==> src/rtl/core/monl_pkg.sv <==
// monl_pkg: shared types and constants for the morton octree neighbor list
// used by every module under rtl/core, no dependencies
`default_nettype none

package monl_pkg;

    // field widths of the request and result items
    localparam int IDX_W     = 30;
    localparam int LVL_W     = 4;
    localparam int CNT_W     = 5;

    // deepest level that is accepted
    localparam int MAX_LEVEL = 10;

    // bits per coordinate that a 30-bit box number can carry
    localparam int COORD_W   = IDX_W / 3;

    // per-axis offset codes: coordinate minus one, itself, plus one
    localparam int AXIS_W = 2;
    localparam logic [AXIS_W-1:0] OFF_LO  = 2'd0;
    localparam logic [AXIS_W-1:0] OFF_MID = 2'd1;
    localparam logic [AXIS_W-1:0] OFF_HI  = 2'd2;

    // request item
    typedef struct packed {
        logic [IDX_W-1:0] box_index;
        logic [LVL_W-1:0] tree_level;
    } req_t;

    // result item
    typedef struct packed {
        logic [IDX_W-1:0] neighbour_index;
        logic [CNT_W-1:0] neighbour_count;
        logic             last_of_run;
        logic             bad_request;
    } rsp_t;

    // which side neighbors exist along one axis
    typedef struct packed {
        logic has_lo;
        logic has_hi;
    } axis_span_t;

    // classified job handed from the front end to the back end
    typedef struct packed {
        logic               bad;
        logic [COORD_W-1:0] cx;
        logic [COORD_W-1:0] cy;
        logic [COORD_W-1:0] cz;
        axis_span_t         sx;
        axis_span_t         sy;
        axis_span_t         sz;
        logic [CNT_W-1:0]   total;
    } job_t;

    // current offset triple of the back-end walk
    typedef struct packed {
        logic [AXIS_W-1:0] dx;
        logic [AXIS_W-1:0] dy;
        logic [AXIS_W-1:0] dz;
    } offs_t;

    // job queue status
    typedef struct packed {
        logic full;
        logic empty;
    } q_stat_t;

endpackage

`default_nettype wire

==> src/rtl/core/monl_front.sv <==
// monl_front: checks a request, splits the box number into x, y, z
// and works out which neighbors exist; depends on monl_pkg
`default_nettype none

module monl_front #(
    parameter int MAX_LEVEL = monl_pkg::MAX_LEVEL
) (
    input  monl_pkg::req_t req,
    output monl_pkg::job_t job
);
    import monl_pkg::*;

    localparam int MW = COORD_W + 1;

    logic [LVL_W-1:0]   lvl;
    logic [5:0]         shamt;
    logic               box_over;
    logic               lvl_bad;
    logic               wide_lvl;
    logic [COORD_W-1:0] lvl_mask;
    logic [COORD_W-1:0] cx;
    logic [COORD_W-1:0] cy;
    logic [COORD_W-1:0] cz;
    axis_span_t         sx;
    axis_span_t         sy;
    axis_span_t         sz;
    logic [CNT_W-1:0]   prod;

    // range checks on level and box number
    always_comb
    begin
        lvl      = req.tree_level;
        shamt    = 6'(lvl) * 6'd3;
        box_over = (req.box_index >> shamt) != '0;
        lvl_bad  = (lvl == '0) || (5'(lvl) > 5'(MAX_LEVEL));
    end

    // de-interleave, x bit highest in each triple
    always_comb
    begin
        for (int j = 0; j < COORD_W; j++)
        begin
            cx[j] = req.box_index[3*j+2];
            cy[j] = req.box_index[3*j+1];
            cz[j] = req.box_index[3*j];
        end
    end

    // face clipping per axis
    always_comb
    begin
        wide_lvl  = 5'(lvl) > 5'(COORD_W);
        lvl_mask  = COORD_W'((MW'(1) << lvl) - MW'(1));
        sx.has_lo = cx != '0;
        sy.has_lo = cy != '0;
        sz.has_lo = cz != '0;
        sx.has_hi = wide_lvl || (cx != lvl_mask);
        sy.has_hi = wide_lvl || (cy != lvl_mask);
        sz.has_hi = wide_lvl || (cz != lvl_mask);
        prod = (5'd1 + 5'(sx.has_lo) + 5'(sx.has_hi))
             * (5'd1 + 5'(sy.has_lo) + 5'(sy.has_hi))
             * (5'd1 + 5'(sz.has_lo) + 5'(sz.has_hi));
    end

    // job word, cleared on a rejected request
    always_comb
    begin
        if (lvl_bad || box_over)
        begin
            job       = '0;
            job.bad   = 1'b1;
        end
        else
        begin
            job.bad   = 1'b0;
            job.cx    = cx;
            job.cy    = cy;
            job.cz    = cz;
            job.sx    = sx;
            job.sy    = sy;
            job.sz    = sz;
            job.total = prod - 5'd1;
        end
    end

endmodule

`default_nettype wire

==> src/rtl/core/monl_queue.sv <==
// monl_queue: two-entry job queue between front and back end
// depends on monl_pkg
`default_nettype none

module monl_queue (
    input  wire              clk,
    input  wire              rst_n,
    input  wire              push,
    input  monl_pkg::job_t   wr_data,
    input  wire              pop,
    output monl_pkg::job_t   rd_data,
    output monl_pkg::q_stat_t stat
);
    import monl_pkg::*;

    job_t       slot_reg [2];
    logic       wr_ptr_reg;
    logic       wr_ptr_next;
    logic       rd_ptr_reg;
    logic       rd_ptr_next;
    logic [1:0] count_reg;
    logic [1:0] count_next;

    // status and head entry
    always_comb
    begin
        stat.full  = count_reg == 2'd2;
        stat.empty = count_reg == 2'd0;
        rd_data    = slot_reg[rd_ptr_reg];
    end

    // pointer and count update
    always_comb
    begin
        wr_ptr_next = push ? ~wr_ptr_reg : wr_ptr_reg;
        rd_ptr_next = pop ? ~rd_ptr_reg : rd_ptr_reg;
        count_next  = count_reg + 2'(push) - 2'(pop);
    end

    always_ff @(posedge clk or negedge rst_n)
    begin
        if (!rst_n)
        begin
            wr_ptr_reg <= 1'b0;
            rd_ptr_reg <= 1'b0;
            count_reg  <= 2'd0;
        end
        else
        begin
            wr_ptr_reg <= wr_ptr_next;
            rd_ptr_reg <= rd_ptr_next;
            count_reg  <= count_next;
        end
    end

    // entry storage
    always_ff @(posedge clk)
    begin
        if (push)
        begin
            slot_reg[wr_ptr_reg] <= wr_data;
        end
    end

endmodule

`default_nettype wire

==> src/rtl/core/monl_back.sv <==
// monl_back: walks the neighbor offsets of the head job into an output
// register, one result a cycle unless stalled; depends on monl_pkg
`default_nettype none

module monl_back (
    input  wire             clk,
    input  wire             rst_n,
    input  monl_pkg::job_t  head,
    input  wire             head_valid,
    output logic            pop,
    output logic            out_valid,
    input  wire             out_ready,
    output monl_pkg::rsp_t  out_item
);
    import monl_pkg::*;

    function automatic logic [AXIS_W-1:0] lo_off(axis_span_t s);
        return s.has_lo ? OFF_LO : OFF_MID;
    endfunction

    function automatic logic [AXIS_W-1:0] hi_off(axis_span_t s);
        return s.has_hi ? OFF_HI : OFF_MID;
    endfunction

    // advance z, then y, then x
    function automatic offs_t step(offs_t p, job_t j);
        offs_t r;
        r = p;
        if (p.dz != hi_off(j.sz))
        begin
            r.dz = p.dz + 2'd1;
        end
        else
        begin
            r.dz = lo_off(j.sz);
            if (p.dy != hi_off(j.sy))
            begin
                r.dy = p.dy + 2'd1;
            end
            else
            begin
                r.dy = lo_off(j.sy);
                r.dx = p.dx + 2'd1;
            end
        end
        return r;
    endfunction

    // step over the box itself
    function automatic offs_t skip_self(offs_t p, job_t j);
        logic self;
        self = (p.dx == OFF_MID) && (p.dy == OFF_MID) && (p.dz == OFF_MID);
        return self ? step(p, j) : p;
    endfunction

    offs_t              pos_reg;
    offs_t              pos_next;
    logic               first_reg;
    logic               first_next;
    logic [CNT_W-1:0]   n_reg;
    logic [CNT_W-1:0]   n_next;
    logic               out_valid_reg;
    logic               out_valid_next;
    rsp_t               out_item_reg;
    rsp_t               out_item_next;

    offs_t              start;
    offs_t              cur;
    logic               emit;
    logic               last;
    logic [COORD_W-1:0] nx;
    logic [COORD_W-1:0] ny;
    logic [COORD_W-1:0] nz;
    logic [IDX_W-1:0]   nidx;

    // current offset and neighbor coordinates
    always_comb
    begin
        start = skip_self('{dx: lo_off(head.sx), dy: lo_off(head.sy),
                            dz: lo_off(head.sz)}, head);
        cur   = first_reg ? start : pos_reg;
        nx    = head.cx + COORD_W'(cur.dx) - COORD_W'(1);
        ny    = head.cy + COORD_W'(cur.dy) - COORD_W'(1);
        nz    = head.cz + COORD_W'(cur.dz) - COORD_W'(1);
    end

    // re-interleave
    always_comb
    begin
        for (int j = 0; j < COORD_W; j++)
        begin
            nidx[3*j+2] = nx[j];
            nidx[3*j+1] = ny[j];
            nidx[3*j]   = nz[j];
        end
    end

    // issue control
    always_comb
    begin
        emit = head_valid && (!out_valid_reg || out_ready);
        last = head.bad || ((n_reg + 5'd1) == head.total);
        pop  = emit && last;
    end

    // next walk position and output register
    always_comb
    begin
        pos_next       = pos_reg;
        first_next     = first_reg;
        n_next         = n_reg;
        out_valid_next = out_valid_reg;
        out_item_next  = out_item_reg;
        if (emit)
        begin
            out_valid_next                = 1'b1;
            out_item_next.neighbour_index = head.bad ? '0 : nidx;
            out_item_next.neighbour_count = head.total;
            out_item_next.last_of_run     = last;
            out_item_next.bad_request     = head.bad;
            if (last)
            begin
                first_next = 1'b1;
                n_next     = '0;
            end
            else
            begin
                first_next = 1'b0;
                n_next     = n_reg + 5'd1;
                pos_next   = skip_self(step(cur, head), head);
            end
        end
        else if (out_ready)
        begin
            out_valid_next = 1'b0;
        end
    end

    always_ff @(posedge clk or negedge rst_n)
    begin
        if (!rst_n)
        begin
            pos_reg       <= '0;
            first_reg     <= 1'b1;
            n_reg         <= '0;
            out_valid_reg <= 1'b0;
        end
        else
        begin
            pos_reg       <= pos_next;
            first_reg     <= first_next;
            n_reg         <= n_next;
            out_valid_reg <= out_valid_next;
        end
    end

    always_ff @(posedge clk)
    begin
        out_item_reg <= out_item_next;
    end

    assign out_valid = out_valid_reg;
    assign out_item  = out_item_reg;

endmodule

`default_nettype wire

==> src/rtl/core/morton_octree_neighbour_list.sv <==
// morton_octree_neighbour_list: top level, front end, job queue, back end
// depends on monl_pkg, monl_front, monl_queue, monl_back
`default_nettype none

// Takes a Morton box number (x bit highest in each triple) and its level and
// returns every same-level neighbor, x outermost and z innermost, ascending,
// 7 to 26 results per request, each carrying the total count and a last mark
// on the final one. A level outside 1..MAX_LEVEL or a box number of 8^level
// or more returns a single result with bad_request set and a count of zero.
// The back end issues one result per cycle into an output register unless
// out_ready stalls it, and a request occupies it until its last result
// issues. Requests are classified on intake and wait in a two-entry queue;
// the request being walked keeps its entry until its last result issues, so
// one more request can be taken while it is walked and in_ready then stays
// low until that walk ends. When the back end is free, the first result of
// a request passes through its queue entry and then the output register.
module morton_octree_neighbour_list #(
    parameter int MAX_LEVEL = monl_pkg::MAX_LEVEL
) (
    input  wire              clk,
    input  wire              rst_n,
    input  wire              in_valid,
    output logic             in_ready,
    input  monl_pkg::req_t   in_item,
    output logic             out_valid,
    input  wire              out_ready,
    output monl_pkg::rsp_t   out_item
);
    import monl_pkg::*;

    job_t    new_job;
    job_t    head;
    q_stat_t q_stat;
    logic    push;
    logic    pop;

    // intake
    assign in_ready = !q_stat.full;
    assign push     = in_valid && in_ready;

    monl_front #(
        .MAX_LEVEL (MAX_LEVEL)
    ) u_front (
        .req (in_item),
        .job (new_job)
    );

    monl_queue u_queue (
        .clk     (clk),
        .rst_n   (rst_n),
        .push    (push),
        .wr_data (new_job),
        .pop     (pop),
        .rd_data (head),
        .stat    (q_stat)
    );

    monl_back u_back (
        .clk        (clk),
        .rst_n      (rst_n),
        .head       (head),
        .head_valid (!q_stat.empty),
        .pop        (pop),
        .out_valid  (out_valid),
        .out_ready  (out_ready),
        .out_item   (out_item)
    );

`ifndef SYNTHESIS
    // a rejected request is a single result with a zero count
    a_bad_single: assert property (@(posedge clk) disable iff (!rst_n)
        (out_valid && out_item.bad_request)
        |-> (out_item.last_of_run && out_item.neighbour_count == '0))
        else $error("bad request result not a lone zero-count result");

    // a good request reports between 7 and 26 neighbors
    a_count_range: assert property (@(posedge clk) disable iff (!rst_n)
        (out_valid && !out_item.bad_request)
        |-> (out_item.neighbour_count >= 5'd7 && out_item.neighbour_count <= 5'd26))
        else $error("neighbor count out of range");

    // a run continues without a gap and keeps its count
    a_run_gapless: assert property (@(posedge clk) disable iff (!rst_n)
        (out_valid && out_ready && !out_item.last_of_run)
        |=> (out_valid && out_item.neighbour_count == $past(out_item.neighbour_count)))
        else $error("gap or count change inside a neighbor run");
`endif

endmodule

`default_nettype wire

==> config.mk <==
export PLATFORM = sky130hd
export DESIGN_NAME = morton_octree_neighbour_list
export DESIGN_NICKNAME = d
export VERILOG_FILES = /design/src/rtl/core/monl_pkg.sv /design/src/rtl/core/monl_front.sv /design/src/rtl/core/monl_queue.sv /design/src/rtl/core/monl_back.sv /design/src/rtl/core/morton_octree_neighbour_list.sv
export SDC_FILE = /design/constraint.sdc
export NUM_CORES = 1
export LEC_CHECK = 0
export BUFFER_PORTS_ARGS = -buffer_cell sky130_fd_sc_hd__buf_4
export CORE_UTILIZATION = 45
export DETAILED_ROUTE_END_ITERATION = 6
export GPL_TIMING_DRIVEN = 0
export PLACE_DENSITY = 0.6
export SYNTH_ARGS = -nofsm -noshare
export SYNTH_HDL_FRONTEND = slang
export SYNTH_SLANG_ARGS = --single-unit
==> constraint.sdc <==
create_clock -name clk -period 7.2 [get_ports clk]
set_clock_uncertainty 0.2 [all_clocks]
set_input_delay 0.72 -clock clk [delete_from_list [all_inputs] [get_ports clk]]
set_output_delay 0.72 -clock clk [all_outputs]
set_load 0.1 [all_outputs]
; ---- Word-level counts from Yosys, hierarchy flattened
; Memory sizes are Yosys's and may differ from the RTL's.
; Cells that the tools add are included.
[totals]
memories = 1
output_inout_bits = 39
ramBits = 84
elab_cells = 122
register_bits = 54
[mem_list]
columns = memory, words, width, read_ports, rd_ports_with_merged_regs, write_ports, line
row1 = u_queue.slot_reg, 2, 42, 1, 0, 1, monl_queue.sv:16  ; job_t slot_reg [2];
[op_classes]
n_addsub = 26
reduce_logical = 25
bitwise_logic = 3
n_shift = 2
muxes = 31
n_lt_le_gt_ge = 1
multipliers = 3
n_eq_ne = 17
[op_table]
columns = operator, n
row1 = 42-bit two-way mux, 1
row2 = 10-bit by 2-bit adder with 10-bit output, 3
row3 = 10-bit inequality test, 3
row4 = 10-bit nonzero test, 3
row5 = 30-bit nonzero test, 1
row6 = 30-bit by 6-bit right shift with 30-bit output, 1
row7 = 10-bit by 1-bit subtractor with 10-bit output (second input constant), 3
row8 = 2-bit two-way mux, 13
row9 = 4-bit two-way mux, 5
row10 = 6-bit two-way mux, 3
row11 = 5-bit by 1-bit adder with 5-bit output, 3
row12 = 2-bit by 1-bit adder with 2-bit output (second input constant), 7
row13 = 5-bit by 5-bit multiplier with 5-bit output, 2
row14 = 1-bit by 4-bit left shift with 10-bit output (first input constant), 1
row15 = 10-bit by 2-bit subtractor with 10-bit output (second input constant), 1
row16 = 2-bit by 1-bit equality test with 1-bit output (second input constant), 4
row17 = 1-bit two-way mux, 8
row18 = 2-bit inequality test, 4
row19 = 1-bit logical AND, 7
row20 = 1-bit logical OR, 7
row21 = 1-bit by 1-bit adder with 2-bit output (first input constant), 3
row22 = 4-bit by 2-bit multiplier with 6-bit output (second input constant), 1
row23 = 5-bit by 1-bit adder with 5-bit output (second input constant), 1
row24 = 5-bit equality test, 1
row25 = other kinds (15), 22

; ---- Depth between registers and ports, before layout
; Gate-level depths: netlist of the first run.
; An unclocked memory read counts as a cell.
[depth]
word_depth = 16
ltp_mapped = 30
mapped_depth_nobuf = 28

; ---- By module
; Synthesis of the first run repeated with hierarchy kept, for this count alone.
[hier_totals]
cells_unflattened = 840
area_unflattened_um2 = 9469.1
[by_module_without_submodules]
columns = mod, area_per_inst_um2, cells_per_inst, n_inst
row1 = monl_back, 3643.5, 383, 1
row2 = monl_queue, 3429.5, 146, 1
row3 = monl_front, 2382.3, 308, 1
row4 = morton_octree_neighbour_list, 13.8, 3, 1

; ---- Worst setup path before layout of the first run
; OpenSTA, ideal clock, no wires.
[synth_timing]
path_kind = input -> register
startpoint = in in_item[0] (netlist name)
endpoint = mem u_queue.slot_reg[0][4] (netlist name), data pin
required_time_ns = 6.742
setup_time_ns = 0.258
cell_stages = 29
slack_ns = -0.579
path_buffers = 2
arrival_ns = 7.322
path_cell_list = buf_2 -> inv_1 -> ha_1 -> clkbuf_1 -> nand2_1 -> ha_1 -> xor2_1 -> xor2_1 -> nand3_1 -> nor4_1 -> or4b_2 -> ha_1 -> and3_1 -> ha_1 -> ha_1 -> ha_1 -> inv_1 -> fa_1 -> nand2b_1 -> fa_1 -> xor2_1 -> ha_1 -> fa_1 -> xor2_1 -> xnor2_1 -> xnor2_1 -> xnor2_1 -> xnor2_1 -> and2_1
[synth_lines]
columns = element, line
row1 = from (decl), morton_octree_neighbour_list.sv:24  ; input monl_pkg::req_t in_item,
row2 = to (decl), monl_queue.sv:16

==> out/metrics.yaml, run 1 <==
post-route-drc-count: 0
first_global_vias: 6156
yosysTopAreaCellShare_pct: 40.7
viasPerCell: 5.30
tns_ns: 0
drv_slew: 0
cp-start-kind: "input port"
yosysMostFrequentCell: "edfxtp_1"
synthCells: 817
drive_above_1_share_pct: 19.3
yosysTopAreaCell: "edfxtp_1"
cts_max_level: 4
clock_latency_ns: 0.40
num-fill-cells: 1637
synth-edff-count: 119
clk_path_buf_depth: 2
cp_max_fo: 8
worstMarginPinSlew_ns: 0.812
dieArea_um2: 20100
initial_core_util_pct: 46.5
period_share_pct: 96.5
portBuffers: 76
largest_register_ffs: 82
wl_mm: 19.6
synthTopCellsByCount: "119 x edfxtp_1, 73 x inv_1, 66 x ha_1"
cts_inserted_buffers: 17
crit_arrival_ns: 6.90
utilization_pct: 56.4
die_y_um: 142
overflow: 0
cts_tree: "yes"
gp_congestion: 0.916
via_count: 6341
ys_ff_latch: 136
area_growth_pct: 21.2
min_period_ns: 6.95
status: "completed"
fin_nets: 1035
syn_nets: 929
clkSinkCount: 136
synthTopCellsByArea: "edfxtp_1 41%, ha_1 9.4%, mux2i_1 4.8%"
leakagePower_nw: 4.40
ys_types: 72
ant_nets: 0
highest_layer: "met4"
wl_met2_mm: 9.28
synth-seq-area-share_pct: 45.5
max_freq_mhz: 144
ir_worst_vdd_mv: 0.186
cts_root_buf: "clkbuf_16"
finalPower_mw: 5.07
worstRegToRegCells: 19
maxCapViolCount: 0
grt_pass1_wl_mm: 31.3
power.density_nw_per_um2: 476
whs_path_depth: 2
met3_length_um: 704
min_path_type: "reg2reg"
clk_pin_slew_ns: 0.06
worst-endpoint-required_ns: 7.15
wirelength_met1_mm: 9.25
ys_dominant_reg_cell: "edfxtp_1"
cp-end-kind: "flip-flop"
ys.warnings.count: 0
diodes: 0
critPathKind: "in2reg"
hold_viol_final: 0
grt_max_degree: 42
synth_area_um2: 8780
avgSynthCellArea_um2: 10.8
coreArea_um2: 18900
setup_viol: 0
slew-limit-headroom_pct: 45.8
die_x_um: 142
first_pass_iters: 4
drtIter0Drc: 318
num_rows: 50
dp_hpwl_mm: 15.2
routedWlPerCell_um: 16.4
async_flop_share_pct: 12.5
io_pins: 77
grt_use_total_pct: 20.3
antenna_found_initial: 0
logic make-up (layout without fill, tap and decap cells):
family | after synthesis | count (layout) | synth area share [%]
adders and majority gates | 74 | 74 | 11.2
DFF | 136 | 136 | 45.5
buffers and inverters | 97 | 216 | 4.53
and+or+nand+nor | 253 | 253 | 15.5
AOI/OAI and AO/OA | 131 | 131 | 9.59
xor gates and xnor gates | 69 | 69 | 6.88
muxes | 57 | 57 | 6.78
final timing paths:
check                                    endpoint                  from  slack [ns]
max in group asynchronous        u_back.first_reg                 rst_n        6.02
hold reg to reg                  u_back.out_valid  u_queue.count_reg[0]        0.29
setup / recovery           u_queue.slot_reg[0][4]            in_item[3]        0.25
setup reg to reg              u_back.out_item[34]    u_queue.rd_ptr_reg        2.09
min in group asynchronous    u_queue.count_reg[0]                 rst_n        0.52
hold / removal                   u_back.out_valid  u_queue.count_reg[0]        0.29
metal layers:
metal | GRT usage, % | vias up
met1 | 27.6 | 3050
met3 | 2.87 | 17
li1 | - | 3100
met2 | 33.1 | 174
met5 | 0 | -
met4 | 6.96 | 0
report_power, final:
part           total (mW)  internal (mW)  switching (mW)  leakage, nW
Combinational        2.80          0.893            1.91         2.72
Sequential           1.31           1.22          0.0920         1.36
Clock               0.957          0.647           0.311        0.321
Total                5.07           2.76            2.31         4.40
stage by stage:
step | hold slack [ns] | area (um2) | setup WS (ns) | instances
after floorplan | 0.224 | 8850 | 0.0915 | 817
after global placement | 0.269 | 9740 | -0.819 | 1153
after detailed placement | 0.287 | 9790 | -0.928 | 1155
after CTS | 0.300 | 10500 | 0.00307 | 1188
after global routing | 0.332 | 10600 | -0.0111 | 1196
final | 0.295 | 10600 | 0.252 | 1196
critical path, stage by stage:
cell and delay, ns:
buf_4 0.13, buf_2 0.18, inv_1 0.20, ha_1 0.43, nor2_1 0.14, xor2_2 0.30, xnor2_1 0.11, nor4_1 0.15
or4b_4 0.53, ha_4 0.29, and3_4 0.18, ha_4 0.20, ha_4 0.26, ha_1 0.13, inv_1 0.04, fa_1 0.47
nand2b_4 0.16, fa_1 0.48, xor2_1 0.16, ha_1 0.33, fa_2 0.36, xor2_1 0.18, xnor2_1 0.18, xnor2_1 0.16
xnor2_1 0.15, xnor2_1 0.11, and2_1 0.16
area by class of cell:
class / instances / area [um2] / share of cell area [%]
buffer: 21 / 130 / 1.22
clock buffer: 18 / 429 / 4.03
clock inverter: 14 / 229 / 2.15
inverter: 75 / 289 / 2.71
multi-input combinational: 584 / 4560 / 42.8
sequential: 136 / 4000 / 37.6
tap: 260 / 325 / 3.05
timing repair buffer: 88 / 688 / 6.46
cell usage in the layout (no fill, tap or decap), types with 3 or more instances in the layout:
| cell | n |
|---|---|
| edfxtp_1 | 119 |
| buf_4 | 87 |
| inv_1 | 71 |
| ha_1 | 60 |
| nor2_1 | 48 |
| and2_1 | 45 |
| mux2i_1 | 42 |
| xnor2_1 | 41 |
| nand2_1 | 36 |
| a21oi_1 | 35 |
| o21ai_0 | 35 |
| nor2b_1 | 28 |
| nor3_1 | 26 |
| xor2_1 | 24 |
| nand3_1 | 18 |
| clkbuf_16 | 17 |
| dfrtp_1 | 16 |
| mux2_2 | 11 |
| a211oi_1 | 10 |
| nor3b_1 | 9 |
| nor4_1 | 9 |
| buf_2 | 8 |
| o21ai_1 | 7 |
| a21boi_0 | 7 |
| fa_1 | 7 |
| nand2b_1 | 6 |
| bufinv_16 | 6 |
| clkbuf_1 | 5 |
| a21o_1 | 5 |
| o21a_1 | 4 |
| ha_4 | 4 |
| clkinv_2 | 4 |
| buf_6 | 3 |
| buf_1 | 3 |
| inv_2 | 3 |
| or3_1 | 3 |
| and3_1 | 3 |
timing repair:
action / 4_1_cts / 5_1_grt
resized for setup: 9 / 15
setup buffers: 1 / 8
pin swaps: 2 / 18
cloned: 0 / 0
endpoints found under the setup margin: 2 / 2
endpoints found under the hold margin: 16 / 0
hold buffers: 1 / 0
No activity file was read; power rests on OpenSTA's default activity.
==> run 2, diff against run 1 <==
Settings changed: RECOVER_POWER set to 25.
==> run 2 against run 1 <==
- the run now ends with capacitance limit, slew limit left
- combinational power about the same
- die area unchanged
- non-clock buffer count unchanged
- cell area decreased by 0.38%
- maximum frequency about the same
- setup slack about the same
- core utilization decreased by 0.21 points
- sequential share of layout area increased by 0.14 points
- register-to-register slack got worse by 0.27 ns
==> out/metrics.yaml, run 2 (synthesis gave the netlist of run 1 again) <==
setup_viol: 0
die_y_um: 142
cts_tree: "yes"
path_depth: 27
grt_max_degree: 42
period_share_pct: 96.5
drv_slew: 18
min_path_type: "reg2reg"
mostFrequentLayoutCell: "edfxtp_1"
min-delay-start: "u_queue.count_reg[0]"
dpl-instance-area_um2: 9790
worst-endpoint-required_ns: 7.15
initial_core_util_pct: 46.5
cts_max_level: 4
portBuffers: 76
clkSinkCount: 136
fin_area_um2: 10600
first_pass_iters: 5
num_rows: 50
drive_above_1_share_pct: 18.4
ant_nets: 0
io_pins: 77
drtIter0Drc: 279
clk_path_buf_depth: 2
whs_path_depth: 2
fin_cells: 1196
power.density_nw_per_um2: 476
diodes: 0
grt_pass1_wl_mm: 31.3
largest_register_ffs: 82
num-fill-cells: 1643
min_period_ns: 6.95
hold_viol_final: 0
crit_arrival_ns: 6.90
grt_use_total_pct: 20.3
post-route-drc-count: 0
reg2reg_slack_ns: 1.82
slew-limit-headroom_pct: -16.2
cp-start-kind: "input port"
clock_latency_ns: 0.40
r2r-start: "u_queue.rd_ptr_reg"
max_freq_mhz: 144
dieArea_um2: 20100
cpMostUsedCell: "xnor2_1"
area_growth_pct: 20.8
worstMarginPinSlew_ns: 1.74
failed_checks: "capacitance limit, slew limit"
viasPerCell: 5.29
cp_max_fo: 8
antenna_found_initial: 0
worstRegToRegCells: 19
critPathSlowestCell: "or4b_4"
dp.cells: 1155
hold_slack_ns: 0.295
place_ws_ns: -0.928
slowest_delay_ns: 0.53
critical-path-top-delay-family: "adder cells"
fin_nets: 1035
cp-startpoint: "in_item[3]"
gp_congestion: 0.916
critical_path_buf_inv_count: 4
wl_mm: 19.6
clk_pin_slew_ns: 0.06
leakagePower_nw: 4.38
cts_inserted_buffers: 17
hold_end: "u_back.out_valid"
die_x_um: 142
dp_hpwl_mm: 15.2
cp-end-kind: "flip-flop"
status: "complete, but fails checks"
ir_worst_vdd_mv: 0.186
r2r_end: "u_back.out_item[34]"
coreArea_um2: 18900
critPathKind: "in2reg"
final_cell_mix: "119 x edfxtp_1, 86 x buf_4, 71 x inv_1, 60 x ha_1, 49 x nor2_1"
maxCapViolCount: 1
tns_ns: 0
routedWlPerCell_um: 16.4
via_count: 6331
cts_root_buf: "clkbuf_16"
first_global_vias: 6156
overflow: 0
worst_slack_ns: 0.252
[run 2: cell count changes in the layout (fill, tap and decap cells not counted), sizes merged]
cell / before / now
clkbuf: 22 / 25
buf: 104 / 101
[run 2: through the flow]
step           util, %  power (mW)
2_1_floorplan        -        3.49
4_1_cts           55.6        5.10
6_report          56.2        5.05
3_5_place_dp      51.8        4.12
5_1_grt           56.2        5.36
3_3_place_gp      51.6        4.05
[run 2: timing repair]
| action | 4_1_cts | 5_1_grt |
|---|---|---|
| hold buffers | 1 | 0 |
| setup endpoints to repair | 2 | 2 |
| pin swaps | 2 | 18 |
| endpoints found under the hold margin | 16 | 0 |
| resized for setup | 9 | 15 |
| setup buffers | 1 | 8 |
[run 2: power by group]
part / internal, mW / total [mW] / switching (mW)
Clock: 0.647 / 0.959 / 0.312
Combinational: 0.876 / 2.78 / 1.90
Sequential: 1.22 / 1.31 / 0.0895
[run 2: layer usage]
| metal | vias up | share of wire [%] | GRT usage, % |
|---|---|---|---|
| li1 | 3100 | - | - |
| met1 | 3028 | 47 | 27.6 |
| met2 | 183 | 47 | 33.1 |
| met3 | 20 | 3.8 | 2.87 |
| met4 | 0 | 1.6 | 6.96 |
| met5 | - | 0 | 0 |
[run 2: worst max path at each step]
stage / endpoint / slack, ns
floorplan: u_queue.slot_reg[0][4] / 0.09
global placement: u_queue.slot_reg[1][4] / -0.82
detailed placement: u_queue.slot_reg[1][4] / -0.93
CTS: u_queue.slot_reg[0][4] / 0.003
global route: u_queue.slot_reg[0][4] / -0.01
finish: u_queue.slot_reg[0][4] / 0.25
[run 2: area by class of cell]
cell class	instances	area (um2)	share of cell area [%]
Inverter	75	289	2.72
Multi-Input combinational cell	584	4550	42.8
Sequential cell	136	4000	37.7
Clock inverter	14	229	2.16
Timing Repair Buffer	88	668	6.30
Buffer	21	123	1.16
Tap cell	260	325	3.07
Clock buffer	18	429	4.05
[run 2: worst min-delay path: stages, from the launching register on]
cell and delay (ns):
dfrtp_1 0.36, nor2_1 0.05, nand2_1 0.05
